`src/rtl/pfc_pkg.sv`:
```
// Shared types, format codes and register indexes for the pixel format converter.
package pfc_pkg;

  localparam int unsigned CFG_IDX_W  = 2;
  localparam int unsigned CFG_DATA_W = 4;
  localparam int unsigned PIX_W      = 32;
  localparam int unsigned OUT_DATA_W = 48;

  localparam logic [CFG_IDX_W-1:0] REG_SRC_FMT  = 2'd0;
  localparam logic [CFG_IDX_W-1:0] REG_TGT_FMT  = 2'd1;
  localparam logic [CFG_IDX_W-1:0] REG_COPY_RAW = 2'd2;

  typedef enum logic [2:0] {
    SRC_ARGB8    = 3'd0,
    SRC_RGB8     = 3'd1,
    SRC_RGB565   = 3'd2,
    SRC_ARGB1555 = 3'd3,
    SRC_ARGB4    = 3'd4,
    SRC_L8       = 3'd5,
    SRC_ARGB2    = 3'd6,
    SRC_PAL      = 3'd7
  } src_fmt_t;

  typedef enum logic [3:0] {
    TGT_ARGB8888  = 4'd0,
    TGT_PREMUL    = 4'd1,
    TGT_XRGB      = 4'd2,
    TGT_RGB888    = 4'd3,
    TGT_RGB565    = 4'd4,
    TGT_ARGB1555  = 4'd5,
    TGT_ARGB4444  = 4'd6,
    TGT_L8        = 4'd7,
    TGT_A8        = 4'd8,
    TGT_RGB565_SW = 4'd9,
    TGT_RGB565A8  = 4'd10,
    TGT_I1        = 4'd11,
    TGT_I2        = 4'd12,
    TGT_I4        = 4'd13,
    TGT_I8        = 4'd14,
    TGT_OTHER     = 4'd15
  } tgt_fmt_t;

  typedef struct packed {
    src_fmt_t src;
    tgt_fmt_t tgt;
    logic     copy_raw;
  } cfg_t;

  typedef struct packed {
    logic [31:0] word;
    logic [2:0]  bytes;
    logic [7:0]  alpha_byte;
    logic        alpha_valid;
    logic        row_end;
    logic        error;
  } res_t;

endpackage

```
`src/rtl/pfc_convert.sv`:
```
// Color path: expand the source pixel to ARGB8 and pack it to the target format, or repack the raw pixel.
module pfc_convert (
  input  pfc_pkg::cfg_t       cfg,
  input  logic [31:0]         pixel,
  input  logic                row_last,
  output pfc_pkg::res_t       res
);

  function automatic logic [7:0] rep5(input logic [4:0] v);
    rep5 = {v, v[4:2]};
  endfunction

  function automatic logic [7:0] rep6(input logic [5:0] v);
    rep6 = {v, v[5:4]};
  endfunction

  function automatic logic [7:0] rep4(input logic [3:0] v);
    rep4 = {v, v};
  endfunction

  function automatic logic [15:0] to565(input logic [31:0] c);
    to565 = {c[23:19], c[15:10], c[7:3]};
  endfunction

  logic [7:0]  a, r, g, b;
  logic [31:0] argb;

  always_comb begin
    a = 8'hFF;
    r = 8'h00;
    g = 8'h00;
    b = 8'h00;
    case (cfg.src)
      pfc_pkg::SRC_ARGB8: begin
        a = pixel[31:24];
        r = pixel[23:16];
        g = pixel[15:8];
        b = pixel[7:0];
      end
      pfc_pkg::SRC_RGB8: begin
        r = pixel[23:16];
        g = pixel[15:8];
        b = pixel[7:0];
      end
      pfc_pkg::SRC_RGB565: begin
        r = rep5(pixel[15:11]);
        g = rep6(pixel[10:5]);
        b = rep5(pixel[4:0]);
      end
      pfc_pkg::SRC_ARGB1555: begin
        a = {8{pixel[15]}};
        r = rep5(pixel[14:10]);
        g = rep5(pixel[9:5]);
        b = rep5(pixel[4:0]);
      end
      pfc_pkg::SRC_ARGB4: begin
        a = rep4(pixel[15:12]);
        r = rep4(pixel[11:8]);
        g = rep4(pixel[7:4]);
        b = rep4(pixel[3:0]);
      end
      pfc_pkg::SRC_L8: begin
        r = pixel[7:0];
        g = pixel[7:0];
        b = pixel[7:0];
      end
      // two-bit fields times 85 is the field repeated four times
      pfc_pkg::SRC_ARGB2: begin
        a = {4{pixel[7:6]}};
        r = {4{pixel[5:4]}};
        g = {4{pixel[3:2]}};
        b = {4{pixel[1:0]}};
      end
      default: ; // paletted index shows as opaque black
    endcase
    argb = {a, r, g, b};
  end

  always_comb begin
    res             = '0;
    res.row_end     = row_last;
    res.word        = argb;
    res.bytes       = 3'd4;
    case (cfg.tgt) inside
      pfc_pkg::TGT_RGB565_SW: begin
        res.word  = {16'h0000, pixel[7:0], pixel[15:8]};
        res.bytes = 3'd2;
      end
      pfc_pkg::TGT_XRGB: begin
        res.word  = {8'hFF, pixel[23:0]};
        res.bytes = 3'd4;
      end
      pfc_pkg::TGT_RGB565A8: begin
        res.word        = {16'h0000, to565(pixel)};
        res.bytes       = 3'd2;
        res.alpha_byte  = pixel[31:24];
        res.alpha_valid = 1'b1;
      end
      default: begin
        if (cfg.copy_raw) begin
          case (cfg.tgt) inside
            pfc_pkg::TGT_RGB888: begin
              res.word  = {8'h00, pixel[23:0]};
              res.bytes = 3'd3;
            end
            pfc_pkg::TGT_RGB565, pfc_pkg::TGT_ARGB1555, pfc_pkg::TGT_ARGB4444: begin
              res.word  = {16'h0000, pixel[15:0]};
              res.bytes = 3'd2;
            end
            pfc_pkg::TGT_L8, pfc_pkg::TGT_A8: begin
              res.word  = {24'h000000, pixel[7:0]};
              res.bytes = 3'd1;
            end
            default: begin
              res.word  = pixel;
              res.bytes = 3'd4;
            end
          endcase
        end else begin
          case (cfg.tgt) inside
            pfc_pkg::TGT_RGB888: begin
              res.word  = {8'h00, argb[23:0]};
              res.bytes = 3'd3;
            end
            pfc_pkg::TGT_RGB565: begin
              res.word  = {16'h0000, to565(argb)};
              res.bytes = 3'd2;
            end
            pfc_pkg::TGT_ARGB1555: begin
              res.word  = {16'h0000, a[7], r[7:3], g[7:3], b[7:3]};
              res.bytes = 3'd2;
            end
            pfc_pkg::TGT_ARGB4444: begin
              res.word  = {16'h0000, a[7:4], r[7:4], g[7:4], b[7:4]};
              res.bytes = 3'd2;
            end
            // both luminance and alpha targets carry the alpha byte
            pfc_pkg::TGT_L8, pfc_pkg::TGT_A8: begin
              res.word  = {24'h000000, a};
              res.bytes = 3'd1;
            end
            default: begin
              res.word  = argb;
              res.bytes = 3'd4;
            end
          endcase
        end
      end
    endcase
  end

endmodule

```
`src/rtl/pfc_index_pack.sv`:
```
// Index path: pack sub-byte indices MSB-first, pass I8 through, flag non-paletted sources.
module pfc_index_pack (
  input  logic                clk,
  input  logic                rst_n,
  input  pfc_pkg::cfg_t       cfg,
  input  logic                clr,
  input  logic                adv,
  input  logic [31:0]         pixel,
  input  logic                row_last,
  output pfc_pkg::res_t       res,
  output logic                emit
);

  logic [7:0] pack_byte_r, pack_byte_nxt;
  logic [2:0] pack_cnt_r, pack_cnt_nxt;
  logic [3:0] ppb;
  logic [2:0] cnt_eff;
  logic [7:0] base;
  logic [7:0] merged;
  logic [3:0] cnt_inc;

  always_comb begin
    case (cfg.tgt)
      pfc_pkg::TGT_I1: ppb = 4'd8;
      pfc_pkg::TGT_I2: ppb = 4'd4;
      default:         ppb = 4'd2;
    endcase
    // a count already at a full byte starts a fresh byte
    if ({1'b0, pack_cnt_r} >= ppb) begin
      cnt_eff = 3'd0;
      base    = 8'h00;
    end else begin
      cnt_eff = pack_cnt_r;
      base    = pack_byte_r;
    end
    case (cfg.tgt)
      pfc_pkg::TGT_I1: merged = base | ({7'b0, pixel[0]} << (3'd7 - cnt_eff));
      pfc_pkg::TGT_I2: merged = base | ({6'b0, pixel[1:0]} << {2'd3 - cnt_eff[1:0], 1'b0});
      default:         merged = base | ({4'b0, pixel[3:0]} << {1'b1 - cnt_eff[0], 2'b00});
    endcase
    cnt_inc = {1'b0, cnt_eff} + 4'd1;
  end

  always_comb begin
    res           = '0;
    res.bytes     = 3'd1;
    res.row_end   = row_last;
    emit          = 1'b1;
    pack_byte_nxt = pack_byte_r;
    pack_cnt_nxt  = pack_cnt_r;
    if (cfg.src != pfc_pkg::SRC_PAL) begin
      res.error     = 1'b1;
      pack_byte_nxt = 8'h00;
      pack_cnt_nxt  = 3'd0;
    end else if (cfg.tgt == pfc_pkg::TGT_I8) begin
      res.word = {24'h000000, pixel[7:0]};
    end else begin
      res.word = {24'h000000, merged};
      if (cnt_inc == ppb || row_last) begin
        pack_byte_nxt = 8'h00;
        pack_cnt_nxt  = 3'd0;
      end else begin
        emit          = 1'b0;
        pack_byte_nxt = merged;
        pack_cnt_nxt  = cnt_inc[2:0];
      end
    end
  end

  always_ff @(posedge clk) begin
    if (!rst_n || clr) begin
      pack_byte_r <= 8'h00;
      pack_cnt_r  <= 3'd0;
    end else if (adv) begin
      pack_byte_r <= pack_byte_nxt;
      pack_cnt_r  <= pack_cnt_nxt;
    end
  end

endmodule

```
`src/rtl/pixel_format_converter_top.sv`:
```
// Top level of the pixel format converter: config registers, input and result registers.
//
// Converts one source pixel per word on the in_ stream to the configured target format
// on the out_ stream. Configuration goes through cfg_we / cfg_index / cfg_wdata:
// index 0 source format, 1 target format, 2 raw copy. Write it only while the stream
// is idle; every write to a defined index clears the partial index byte.
// Each input word gives at most one output word. Sub-byte indexed targets (I1, I2, I4)
// with a paletted source emit a word only when a byte is full or at the last pixel of a
// row (in_tlast); every other case emits one word per input word.
// An accepted word lands in the input register and moves to the result register once
// that register is free; out_tvalid rises when the result register is loaded with it.
// Throughput: one word per cycle while the receiver does not stall, set by the single
// conversion stage between the input and result registers.
// When the receiver stalls, the result register holds its word and the input register
// holds one more; in_tready drops once both are full.
// Reset (rst_n low, synchronous) clears the configuration, the packing state and both
// valid flags.
module pixel_format_converter_top (
  input  logic                                clk,
  input  logic                                rst_n,
  input  logic                                cfg_we,
  input  logic [pfc_pkg::CFG_IDX_W-1:0]       cfg_index,
  input  logic [pfc_pkg::CFG_DATA_W-1:0]      cfg_wdata,
  input  logic                                in_tvalid,
  output logic                                in_tready,
  input  logic [pfc_pkg::PIX_W-1:0]           in_tdata,  // [31:0] pixel
  input  logic                                in_tlast,  // row_last
  output logic                                out_tvalid,
  input  logic                                out_tready,
  // [31:0] out_word, [34:32] out_bytes, [42:35] alpha_byte, [43] alpha_valid,
  // [44] error, [47:45] zero
  output logic [pfc_pkg::OUT_DATA_W-1:0]      out_tdata,
  output logic                                out_tlast  // row_end
);

  pfc_pkg::cfg_t cfg_r;
  logic          cfg_clr;

  logic          s1_valid_r;
  logic [31:0]   s1_pixel_r;
  logic          s1_last_r;

  logic          out_valid_r;
  pfc_pkg::res_t out_res_r;

  logic          out_free;
  logic          s1_adv;
  logic          in_acc;
  logic          is_index;
  logic          emit;
  pfc_pkg::res_t cv_res;
  pfc_pkg::res_t ix_res;
  pfc_pkg::res_t sel_res;
  logic          ix_emit;

  // Configuration registers
  always_ff @(posedge clk) begin
    if (!rst_n) begin
      cfg_r.src      <= pfc_pkg::SRC_ARGB8;
      cfg_r.tgt      <= pfc_pkg::TGT_ARGB8888;
      cfg_r.copy_raw <= 1'b0;
    end else if (cfg_we) begin
      unique case (cfg_index)
        pfc_pkg::REG_SRC_FMT:  cfg_r.src      <= pfc_pkg::src_fmt_t'(cfg_wdata[2:0]);
        pfc_pkg::REG_TGT_FMT:  cfg_r.tgt      <= pfc_pkg::tgt_fmt_t'(cfg_wdata[3:0]);
        pfc_pkg::REG_COPY_RAW: cfg_r.copy_raw <= cfg_wdata[0];
        default: ;
      endcase
    end
  end

  assign cfg_clr = cfg_we && (cfg_index == pfc_pkg::REG_SRC_FMT ||
                              cfg_index == pfc_pkg::REG_TGT_FMT ||
                              cfg_index == pfc_pkg::REG_COPY_RAW);

  // Handshake: the input register advances whenever the result register can take a word
  assign out_free  = !out_valid_r || out_tready;
  assign s1_adv    = s1_valid_r && out_free;
  assign in_tready = !s1_valid_r || out_free;
  assign in_acc    = in_tvalid && in_tready;

  always_ff @(posedge clk) begin
    if (!rst_n) begin
      s1_valid_r <= 1'b0;
    end else if (in_acc) begin
      s1_valid_r <= 1'b1;
    end else if (s1_adv) begin
      s1_valid_r <= 1'b0;
    end
  end

  always_ff @(posedge clk) begin
    if (in_acc) begin
      s1_pixel_r <= in_tdata;
      s1_last_r  <= in_tlast;
    end
  end

  assign is_index = (cfg_r.tgt == pfc_pkg::TGT_I1) || (cfg_r.tgt == pfc_pkg::TGT_I2) ||
                    (cfg_r.tgt == pfc_pkg::TGT_I4) || (cfg_r.tgt == pfc_pkg::TGT_I8);

  pfc_convert u_convert (
    .cfg      (cfg_r),
    .pixel    (s1_pixel_r),
    .row_last (s1_last_r),
    .res      (cv_res)
  );

  pfc_index_pack u_index_pack (
    .clk      (clk),
    .rst_n    (rst_n),
    .cfg      (cfg_r),
    .clr      (cfg_clr),
    .adv      (s1_adv && is_index),
    .pixel    (s1_pixel_r),
    .row_last (s1_last_r),
    .res      (ix_res),
    .emit     (ix_emit)
  );

  assign sel_res = is_index ? ix_res : cv_res;
  assign emit    = is_index ? ix_emit : 1'b1;

  // Result register: load on advance, drop once taken
  always_ff @(posedge clk) begin
    if (!rst_n) begin
      out_valid_r <= 1'b0;
    end else if (s1_adv) begin
      out_valid_r <= emit;
    end else if (out_tready) begin
      out_valid_r <= 1'b0;
    end
  end

  always_ff @(posedge clk) begin
    if (s1_adv && emit) begin
      out_res_r <= sel_res;
    end
  end

  assign out_tvalid = out_valid_r;
  assign out_tlast  = out_res_r.row_end;
  assign out_tdata  = {3'b000, out_res_r.error, out_res_r.alpha_valid, out_res_r.alpha_byte,
                       out_res_r.bytes, out_res_r.word};

endmodule

```
`config.mk`:
```
export PLATFORM = sky130hd
export DESIGN_NAME = pixel_format_converter_top
export DESIGN_NICKNAME = d
export VERILOG_FILES = /design/src/rtl/pfc_pkg.sv /design/src/rtl/pfc_convert.sv /design/src/rtl/pfc_index_pack.sv /design/src/rtl/pixel_format_converter_top.sv
export SDC_FILE = /design/constraint.sdc
export NUM_CORES = 1
export LEC_CHECK = 0
export CELL_PAD_IN_SITES_DETAIL_PLACEMENT = 1
export CELL_PAD_IN_SITES_GLOBAL_PLACEMENT = 2
export CORE_MARGIN = 4
export CORE_UTILIZATION = 35
export DETAILED_ROUTE_END_ITERATION = 7
export DONT_BUFFER_PORTS = 1
export GPL_TIMING_DRIVEN = 0
export PLACE_DENSITY = 0.71
export SKIP_LAST_GASP = 1
export SYNTH_ARGS = -nofsm -noshare
export SYNTH_HDL_FRONTEND = slang
export SYNTH_HIERARCHICAL = 1
export SYNTH_SLANG_ARGS = --single-unit
```
`constraint.sdc`:
```
create_clock -name clk -period 9.2 [get_ports clk]
set_clock_uncertainty 0.05 [all_clocks]
set_input_delay 0 -clock clk [delete_from_list [all_inputs] [get_ports clk]]
set_output_delay 0 -clock clk [all_outputs]
set_load 0.01 [all_outputs]
```
Word-level counts from Yosys, hierarchy flattened
Index checks and enable logic that the tools add are counted.
{"block": "op_classes", "n_eq_ne": 24, "multipliers": 0, "n_shift": 3, "bitwise_logic": 4, "magnitude_cmp": 1, "muxes": 41, "n_addsub": 4, "div": 0, "n_reduce_logical": 33}
{"operator": "35-bit 2-to-1 mux", "n": 12}
{"operator": "8-bit case mux with 6 select lines", "n": 2}
{"operator": "8-bit case mux with 4 select lines", "n": 2}
{"operator": "46-bit 2-to-1 mux", "n": 1}
{"operator": "8-bit 2-to-1 mux", "n": 5}
{"operator": "32-bit 2-to-1 mux", "n": 1}
{"operator": "4-bit == test (second input constant)", "n": 7}
{"operator": "9-bit 2-to-1 mux", "n": 3}
{"operator": "8-bit OR", "n": 3}
{"operator": "4-bit by 3-bit == test with 1-bit output (second input constant)", "n": 4}
{"operator": "8-bit case mux with 2 select lines", "n": 1}
{"operator": "3-bit 2-to-1 mux", "n": 4}
{"operator": "3-bit == test (second input constant)", "n": 3}
{"operator": "1-bit logical OR", "n": 9}
{"operator": "1-bit 2-to-1 mux", "n": 9}
{"operator": "3-bit OR reduction", "n": 3}
{"operator": "4-bit by 2-bit == test with 1-bit output (second input constant)", "n": 2}
{"operator": "4-bit case mux with 2 select lines", "n": 1}
{"operator": "2-bit AND reduction", "n": 4}
{"operator": "2-bit OR reduction", "n": 4}
{"operator": "1-bit by 3-bit left shift with 8-bit output", "n": 1}
{"operator": "2-bit by 3-bit left shift with 8-bit output", "n": 1}
{"operator": "4-bit by 3-bit left shift with 8-bit output", "n": 1}
{"operator": "3-bit by 2-bit == test with 1-bit output (second input constant)", "n": 2}
{"operator": "18 further kinds", "n": 25}
{"block": "word_totals", "rom_bits": 0, "reg_bits": 100, "mem_bits_rw": 0, "word_cells": 126, "inputBits": 44, "latchBits": 0, "output_inout_bits": 51, "memories": 0}

Depth between registers and ports, before layout
Gate-level depths: netlist (run 1).
{"block": "depth", "ltp_word": 13, "depth_mapped": 14}

By module
The synthesis (run 1) kept the hierarchy.
{"module": "pixel_format_converter_top", "cells_per_inst": 180, "n_inst": 1, "area_per_inst_um2": 3460.8, "seq_area_each_um2": 2572.5}
{"module": "pfc_convert", "cells_per_inst": 488, "n_inst": 1, "area_per_inst_um2": 3029.2, "seq_area_each_um2": 0.0}
{"module": "pfc_index_pack", "cells_per_inst": 196, "n_inst": 1, "area_per_inst_um2": 1405.1, "seq_area_each_um2": 220.2}

Least setup slack after synthesis (run 1)
Ideal clock, no wire load.
{"block": "synth_path", "kind": "register to register", "startpoint": "register cfg_r[3] in the netlist's numbering", "endpoint": "register out_res_r (netlist bit out_tdata[0]) (enable)", "t_arrival_ns": 4.701, "path_slack_ns": 3.984, "setup_ns": 0.465, "path_stages_with_launch": 15, "period_less_slack_ns": 5.216, "path_cell_list": "dfxtp_1 -> buf_2 -> and4bb_1 -> buf_6 -> inv_6 -> nand2_1 -> inv_2 -> ha_1 -> and3b_1 -> or3_1 -> a211oi_2 -> o21ai_1 -> nand3_1 -> inv_1 -> a21oi_1"}
{"block": "synth_between", "elab_chain_cells": 12}
{"element": "start, declared", "line_no": "pixel_format_converter_top.sv:36", "source": "pfc_pkg::cfg_t cfg_r;"}
{"element": "4-bit == test", "line_no": "pfc_index_pack.sv:23", "source": "case (cfg.tgt)"}
{"element": "4-bit case mux with 2 select lines", "line_no": "pfc_index_pack.sv:23"}
{"element": "3-bit by 4-bit greater-or-equal comparator with 1-bit output", "line_no": "pfc_index_pack.sv:29", "source": "if ({1'b0, pack_cnt_r} >= ppb) begin"}
{"element": "3-bit 2-to-1 mux", "line_no": "pfc_index_pack.sv:29"}
{"element": "3-bit by 1-bit adder with 4-bit output", "line_no": "pfc_index_pack.sv:41", "source": "cnt_inc = {1'b0, cnt_eff} + 4'd1;"}
{"element": "4-bit == test", "line_no": "pfc_index_pack.sv:59", "source": "if (cnt_inc == ppb || row_last) begin"}
{"element": "1-bit logical OR", "line_no": "pfc_index_pack.sv:59"}
{"element": "1-bit 2-to-1 mux", "line_no": "pfc_index_pack.sv:59"}
{"element": "1-bit 2-to-1 mux *", "line_no": "pfc_index_pack.sv:55", "source": "end else if (cfg.tgt == pfc_pkg::TGT_I8) begin"}
{"element": "1-bit 2-to-1 mux *", "line_no": "pfc_index_pack.sv:51", "source": "if (cfg.src != pfc_pkg::SRC_PAL) begin"}
{"element": "named net ix_emit", "line_no": "pixel_format_converter_top.sv:54", "source": "logic ix_emit;"}
{"element": "1-bit 2-to-1 mux *", "line_no": "pixel_format_converter_top.sv:122", "source": "assign emit = is_index ? ix_emit : 1'b1;"}
{"element": "1-bit logical AND *", "line_no": "pixel_format_converter_top.sv:136", "source": "if (s1_adv && emit) begin"}
{"element": "end signal, assigned", "line_no": "pixel_format_converter_top.sv:137", "source": "out_res_r <= sel_res;"}
{"element": "end, declared", "line_no": "pixel_format_converter_top.sv:44", "source": "pfc_pkg::res_t out_res_r;"}
The timed path passes the listed nets; every way through them passes the cells marked *.
A chain may end at the register's enable or synchronous reset.

Worst setup path after layout (run 1)
{"block": "layout_path", "startpoint": "register cfg_r[3] in the netlist's numbering", "endpoint": "register out_res_r (netlist bit out_tdata[19]) (enable)"}
Same word-level chain as after synthesis.

==> results of run 1 <==
## cell usage after synthesis, types with 8 or more instances
cell / instances
a21o_1: 14
a21oi_1: 61
a22oi_1: 9
a31oi_1: 16
and2_1: 10
buf_2: 20
buf_4: 54
clkbuf_1: 23
dfxtp_1: 21
edfxtp_1: 79
inv_1: 9
mux2_2: 41
mux2_4: 8
mux2i_1: 16
nand2_1: 89
nand2b_1: 24
nand3_1: 10
nand3b_1: 8
nor2_1: 56
nor2b_1: 19
nor3_1: 22
o21ai_0: 46
o21ai_1: 9
o22ai_1: 18
## cell type report
cell class                      count  area, µm²
Tap cell                          280        350
Sequential cell                   100       2790
Multi-Input combinational cell    677       4470
Inverter                           13       56.3
Clock inverter                      7       90.1
Clock buffer                        9        225
Buffer                            110        721
Fill cell                        2557      12900
Timing Repair Buffer               45        460
## worst paths after layout
kind / to / slack [ps] / cells past startpoint
hold reg to reg: u_index_pack/pack_byte_r[4] / 420 / 2
setup reg to reg: out_tdata[19] / 4870 / 15
setup / recovery: out_tdata[19] / 4870 / 15
hold / removal: cfg_r[2] / 70 / 3
## logic make-up after synthesis
family	count (synthesis)	synth area share
other	4	0.00190
flip-flops	100	0.354
adder cells (fa/ha/maj)	2	0.00317
XOR/XNOR	3	0.00333
buffers and inverters	123	0.0984
AND/OR/NAND/NOR	295	0.203
AO/OA/AOI/OAI	271	0.240
multiplexers	66	0.0968
## critical path, stage by stage, from the launching register on
cell and delay (ps):
dfxtp_1 670, buf_2 300, and4bb_1 230, buf_6 150, inv_6 60, nand2_1 90, inv_2 80, ha_1 270
and3b_1 190, or3_1 380, a211oi_2 170, o21ai_1 170, nand3_1 200, inv_1 90, a21oi_4 560, buf_12 290
## power by group through the flow
stage                     logic [µW]  registers (µW)  clock network, µW
after floorplan                  156             546                  0
after global placement           219             558                  0
after detailed placement         221             557                  0
after CTS                        238             546                428
after global routing             263             548                442
final                            242             546                417
## metal layers
metal	vias up	share of wire	GRT usage
met5	-	0	0
met1	3717	0.44	0.345
met2	290	0.45	0.406
li1	3352	-	-
met4	0	0.036	0.107
met3	59	0.068	0.0533
## flip-flops by register name (all words and copies together), names as in the netlist
signal	flops
s1_valid_r	1
u_index_pack/pack_byte_r	8
out_tlast	1
cfg_r	8
s1_pixel_r	32
s1_last_r	1
out_tvalid	1
out_tdata	45
u_index_pack/pack_cnt_r	3
## through the flow
stage | hold WS, ps | total power, µW | std cells
floorplan | 48.9 | 702 | 900
global placement | 48.9 | 777 | 1180
detailed placement | 48.9 | 778 | 1181
CTS | 35.7 | 1210 | 1241
global route | 85.7 | 1250 | 1241
finish | 74.8 | 1200 | 1241
## cell usage in the layout, fill, tap and decap left out, types with 18 or more instances in the layout
cell	count
clkbuf_1	23
o21ai_0	46
o22ai_1	18
buf_2	20
mux2_2	41
nor2_1	56
edfxtp_1	79
conb_1	40
nand2b_1	24
nor3_1	22
nor2b_1	19
dlygate4sd3_1	44
buf_4	54
dfxtp_1	21
nand2_1	89
a21oi_1	60
==> flow_summary.json, run 1 <==
{
  "async_flop_share": 0,
  "drt-total-wl_um": 32200,
  "clkSinkCount": 100,
  "final_nets": 1002,
  "cts_setup_buffers": 0,
  "yosysUniqueCellTypes": 105,
  "numCtsBuffers": 9,
  "p_sw_frac": 0.301,
  "start_util": 0.358,
  "tightest_slew_ps": 950,
  "synthFlopType": "edfxtp_1",
  "dieArea_um2": 25000,
  "clock_power_share": 0.346,
  "num_rows": 54,
  "hold_path_startpoint": "cfg_we",
  "cts_htree_levels": 3,
  "overflow": 0,
  "cts_tree": "yes",
  "ys_ff_latch": 100,
  "design_area_um2": 9170,
  "seq_power_share": 0.453,
  "vias": 7418,
  "crit_type": "reg2reg",
  "die_h_um": 158,
  "antennaDiodeCount": 0,
  "leakagePower_uw": 0.00345,
  "drv_slew": 0,
  "core_region_area_um2": 22000,
  "setup_viol": 0,
  "syn_inst": 864,
  "crit_start": "cfg_r[3]",
  "cp_max_fo": 32,
  "maxCapViolCount": 0,
  "power.switching_uw": 362,
  "grt_max_degree": 34,
  "r2r-start": "cfg_r[3]",
  "pin_count": 95,
  "drtAntennaViolNets": 0,
  "rsz0062_at_grt": "no",
  "drive_above_1_share": 0.200,
  "synth-edff-count": 79,
  "grt_use_total": 0.258,
  "grt_pass1_vias": 7647,
  "cts_buffer_depth": 2,
  "combPwrFrac": 0.201,
  "place.gp.congestion": 0.932,
  "crit_arrival_ps": 4330,
  "ctsHoldBuffers": 44,
  "synthToLayoutAreaGrowth_pct": 16.1,
  "cts_resized": 0,
  "drtIter0Drc": 503,
  "wl_per_cell_um": 26.0,
  "io_buffers": 0,
  "hpwl_um": 24400,
  "vdd_ir_drop_max_mv": 0.0705,
  "relSlewSlack": 0.362,
  "min_period_ps": 4330,
  "startpoint_type": "flip-flop",
  "clk_latency_ps": 360,
  "min_path_type": "in2reg",
  "yosys-top-cells-area": "edfxtp_1 30%, mux2_2 5.8%, dfxtp_1 5.3%",
  "drt_pre_antenna_iters": 5,
  "dp_slack_ps": 4900,
  "end_kind": "flip-flop",
  "required_ps": 9210,
  "synth_top_area_frac": 0.300,
  "post_dp_cell_area_um2": 8410,
  "vias_per_cell": 5.98,
  "syn_area_um2": 7900,
  "dieWidth_um": 158,
  "syn_avg_cell_area_um2": 9.14,
  "yosysTopAreaCell": "edfxtp_1",
  "root_buffer": "clkbuf_16",
  "finalCritPeriodShare": 0.470,
  "hold_viol_final": 0,
  "yosys_warnings": 6,
  "antenna_found_initial": 0,
  "status": "finished clean",
  "setup_slack_ps": 4870,
  "intPower_uw": 842,
  "max_freq_mhz": 231,
  "grt_pass1_wl_um": 48200,
  "clk_pin_slew_ps": 80,
  "yosysSeqAreaShare": 0.354,
  "finalCoreUtilization": 0.416,
  "p_per_area_nw_per_um2": 131,
  "drc": 0,
  "fin_tns_setup_ps": 0
}
Power figures use the tool's default switching activity.
==> run 2: changes to the inputs <==
--- a/config.mk
+++ b/config.mk
@@ -12,7 +12,7 @@
 export DETAILED_ROUTE_END_ITERATION = 7
 export DONT_BUFFER_PORTS = 1
 export GPL_TIMING_DRIVEN = 0
-export PLACE_DENSITY = 0.71
+export PLACE_DENSITY = 0.74
 export SKIP_LAST_GASP = 1
 export SYNTH_ARGS = -nofsm -noshare
 export SYNTH_HDL_FRONTEND = slang
==> constraint.sdc (replaced) <==
create_clock -name clk -period 3.6 [get_ports clk]
set_clock_uncertainty 0.05 [all_clocks]
set_input_delay 0 -clock clk [delete_from_list [all_inputs] [get_ports clk]]
set_output_delay 0 -clock clk [all_outputs]
set_load 0.01 [all_outputs]
==> run 2 against run 1 <==
Against the previous run:
- setup slack got worse by 4700 ps
- clock power rose by 140%
- hold slack got worse by 31 ps
- first-iteration DRC count rose by 40%
- cell count rose by 0.48%
- cell area rose by 1.0%
- sequential share of layout area fell by 0.19 points
- combinational power rose to 2.6 times the previous value
- register-to-register slack got worse by 4700 ps
- utilization rose by 0.41 points
==> flow_summary.json, run 2 (synthesis results as in run 1) <==
{
  "cp_max_fo": 10,
  "overflow": 0,
  "maxCapViolCount": 0,
  "drt_pre_antenna_iters": 6,
  "largest_reg_flops": 45,
  "dp_slack_ps": -452,
  "antenna_found_initial": 1,
  "finalCoreUtilization": 0.420,
  "io_buffers": 0,
  "min_period_ps": 3450,
  "die_h_um": 158,
  "wl_per_cell_um": 24.7,
  "final_common_cell": "nand2_1",
  "grt_use_total": 0.244,
  "setup_viol": 0,
  "hold_viol_final": 0,
  "end_kind": "flip-flop",
  "num_rows": 54,
  "crit_slowest_cell": "dfxtp_4",
  "status": "finished clean",
  "finalCritPeriodShare": 0.958,
  "hpwl_um": 22700,
  "highest-signal-layer": "met5",
  "crit_type": "reg2reg",
  "drt-total-wl_um": 30900,
  "leakagePower_uw": 0.00346,
  "p_per_area_nw_per_um2": 327,
  "hold_ws_ps": 43.8,
  "drc": 0,
  "met3_length_um": 2460,
  "layout_common_cells": "89 x nand2_1, 79 x edfxtp_1, 60 x a21oi_1, 56 x buf_4, 56 x nor2_1",
  "root_buffer": "clkbuf_16",
  "cp_slowest_stage_delay_ps": 380,
  "drtIter0Drc": 702,
  "path_common_cell": "buf_4",
  "m1WireLength_um": 13900,
  "start_util": 0.358,
  "setup_slack_ps": 150,
  "crit_arrival_ps": 3460,
  "pin_count": 95,
  "startpoint_type": "flip-flop",
  "relSlewSlack": 0.310,
  "grt_max_degree": 34,
  "dp.cells": 1181,
  "synthToLayoutAreaGrowth_pct": 17.3,
  "dieArea_um2": 25000,
  "clk_latency_ps": 360,
  "max_freq_mhz": 290,
  "instances_no_fill": 1247,
  "wl_met2_um": 13500,
  "cts_tree": "yes",
  "place.gp.congestion": 0.952,
  "dieWidth_um": 158,
  "vdd_ir_drop_max_mv": 0.213,
  "drtAntennaViolNets": 0,
  "min_path_type": "in2reg",
  "crit_buf_inv": 7,
  "final_nets": 1008,
  "fin_tns_setup_ps": 0,
  "timing.critical_path.cells": "buf_4, and4bb_1, buf_6, inv_6, nand2_1, inv_2, ha_1, and3b_1, or3_4, a211oi_2, o21ai_2, nand3_1, inv_1, a21oi_4, buf_12, buf_4",
  "cts_buffer_depth": 2,
  "clk_pin_slew_ps": 70,
  "core_region_area_um2": 22000,
  "grt_pass1_vias": 7406,
  "vias_per_cell": 5.86,
  "antennaDiodeCount": 0,
  "vias": 7307,
  "grt_pass1_wl_um": 45800,
  "cpLargestDelayFamily": "simple AND/OR/NAND/NOR gates",
  "drive_above_1_share": 0.207,
  "cts_htree_levels": 3,
  "numCtsBuffers": 9,
  "drv_slew": 0,
  "clkSinkCount": 100,
  "tightest_slew_ps": 1030,
  "required_ps": 3610
}
[run 2: final timing paths]
path	cells past startpoint	slack, ps	start	endpoint
min reg2reg	2	410	u_index_pack/pack_byte_r[4]	u_index_pack/pack_byte_r[4]
max reg2reg	16	150	cfg_r[2]	out_tlast
max	16	150	cfg_r[2]	out_tlast
min	3	40	cfg_we	cfg_r[1]
[run 2: metrics by stage]
stage / total power (µW) / area [µm²]
after global placement: 1980 / 8400
after detailed placement: 1980 / 8420
after CTS: 3040 / 9220
after floorplan: 1790 / 8050
final: 3030 / 9260
after global routing: 3160 / 9260
[run 2: layer usage]
metal,vias up,GRT usage
met2,297,0.370
met1,3586,0.342
li1,3364,-
met5,-,0
met3,58,0.0530
met4,2,0.0890
[run 2: cell type report]
class                           count  area (µm²)
Fill cell                        2532       12800
Multi-Input combinational cell    677        4480
Sequential cell                   100        2800
Buffer                            109         718
Timing Repair Buffer               52         558
Tap cell                          280         350
Clock buffer                       10         229
Clock inverter                      6        63.8
Inverter                           13        56.3
[run 2: timing repair]
action                                  in CTS  in global routing
hold buffers                                47                  0
buffers inserted                             3                  0
hold endpoints to repair                    44                  0
pin swaps                                    1                  0
gates resized for setup                      0                  7
gates cloned                                 0                  1
endpoints found under the setup margin      46                 48
[run 2: power breakdown]
part           leakage, µW  total (µW)  internal, µW  switching [µW]
Sequential        0.000924        1390          1330            69.0
Combinational      0.00240         630           275             355
Clock             0.000139        1000           540             461
[run 2: worst register-to-register path, cell delays in order (launching register included)]
cell	delay, ps
dfxtp_4	380
buf_4	170
and4bb_1	280
buf_6	150
inv_6	60
nand2_1	90
inv_2	80
ha_1	280
and3b_1	210
or3_4	360
a211oi_2	180
o21ai_2	130
nand3_1	140
inv_1	90
a21oi_4	140
buf_12	150
buf_4	200
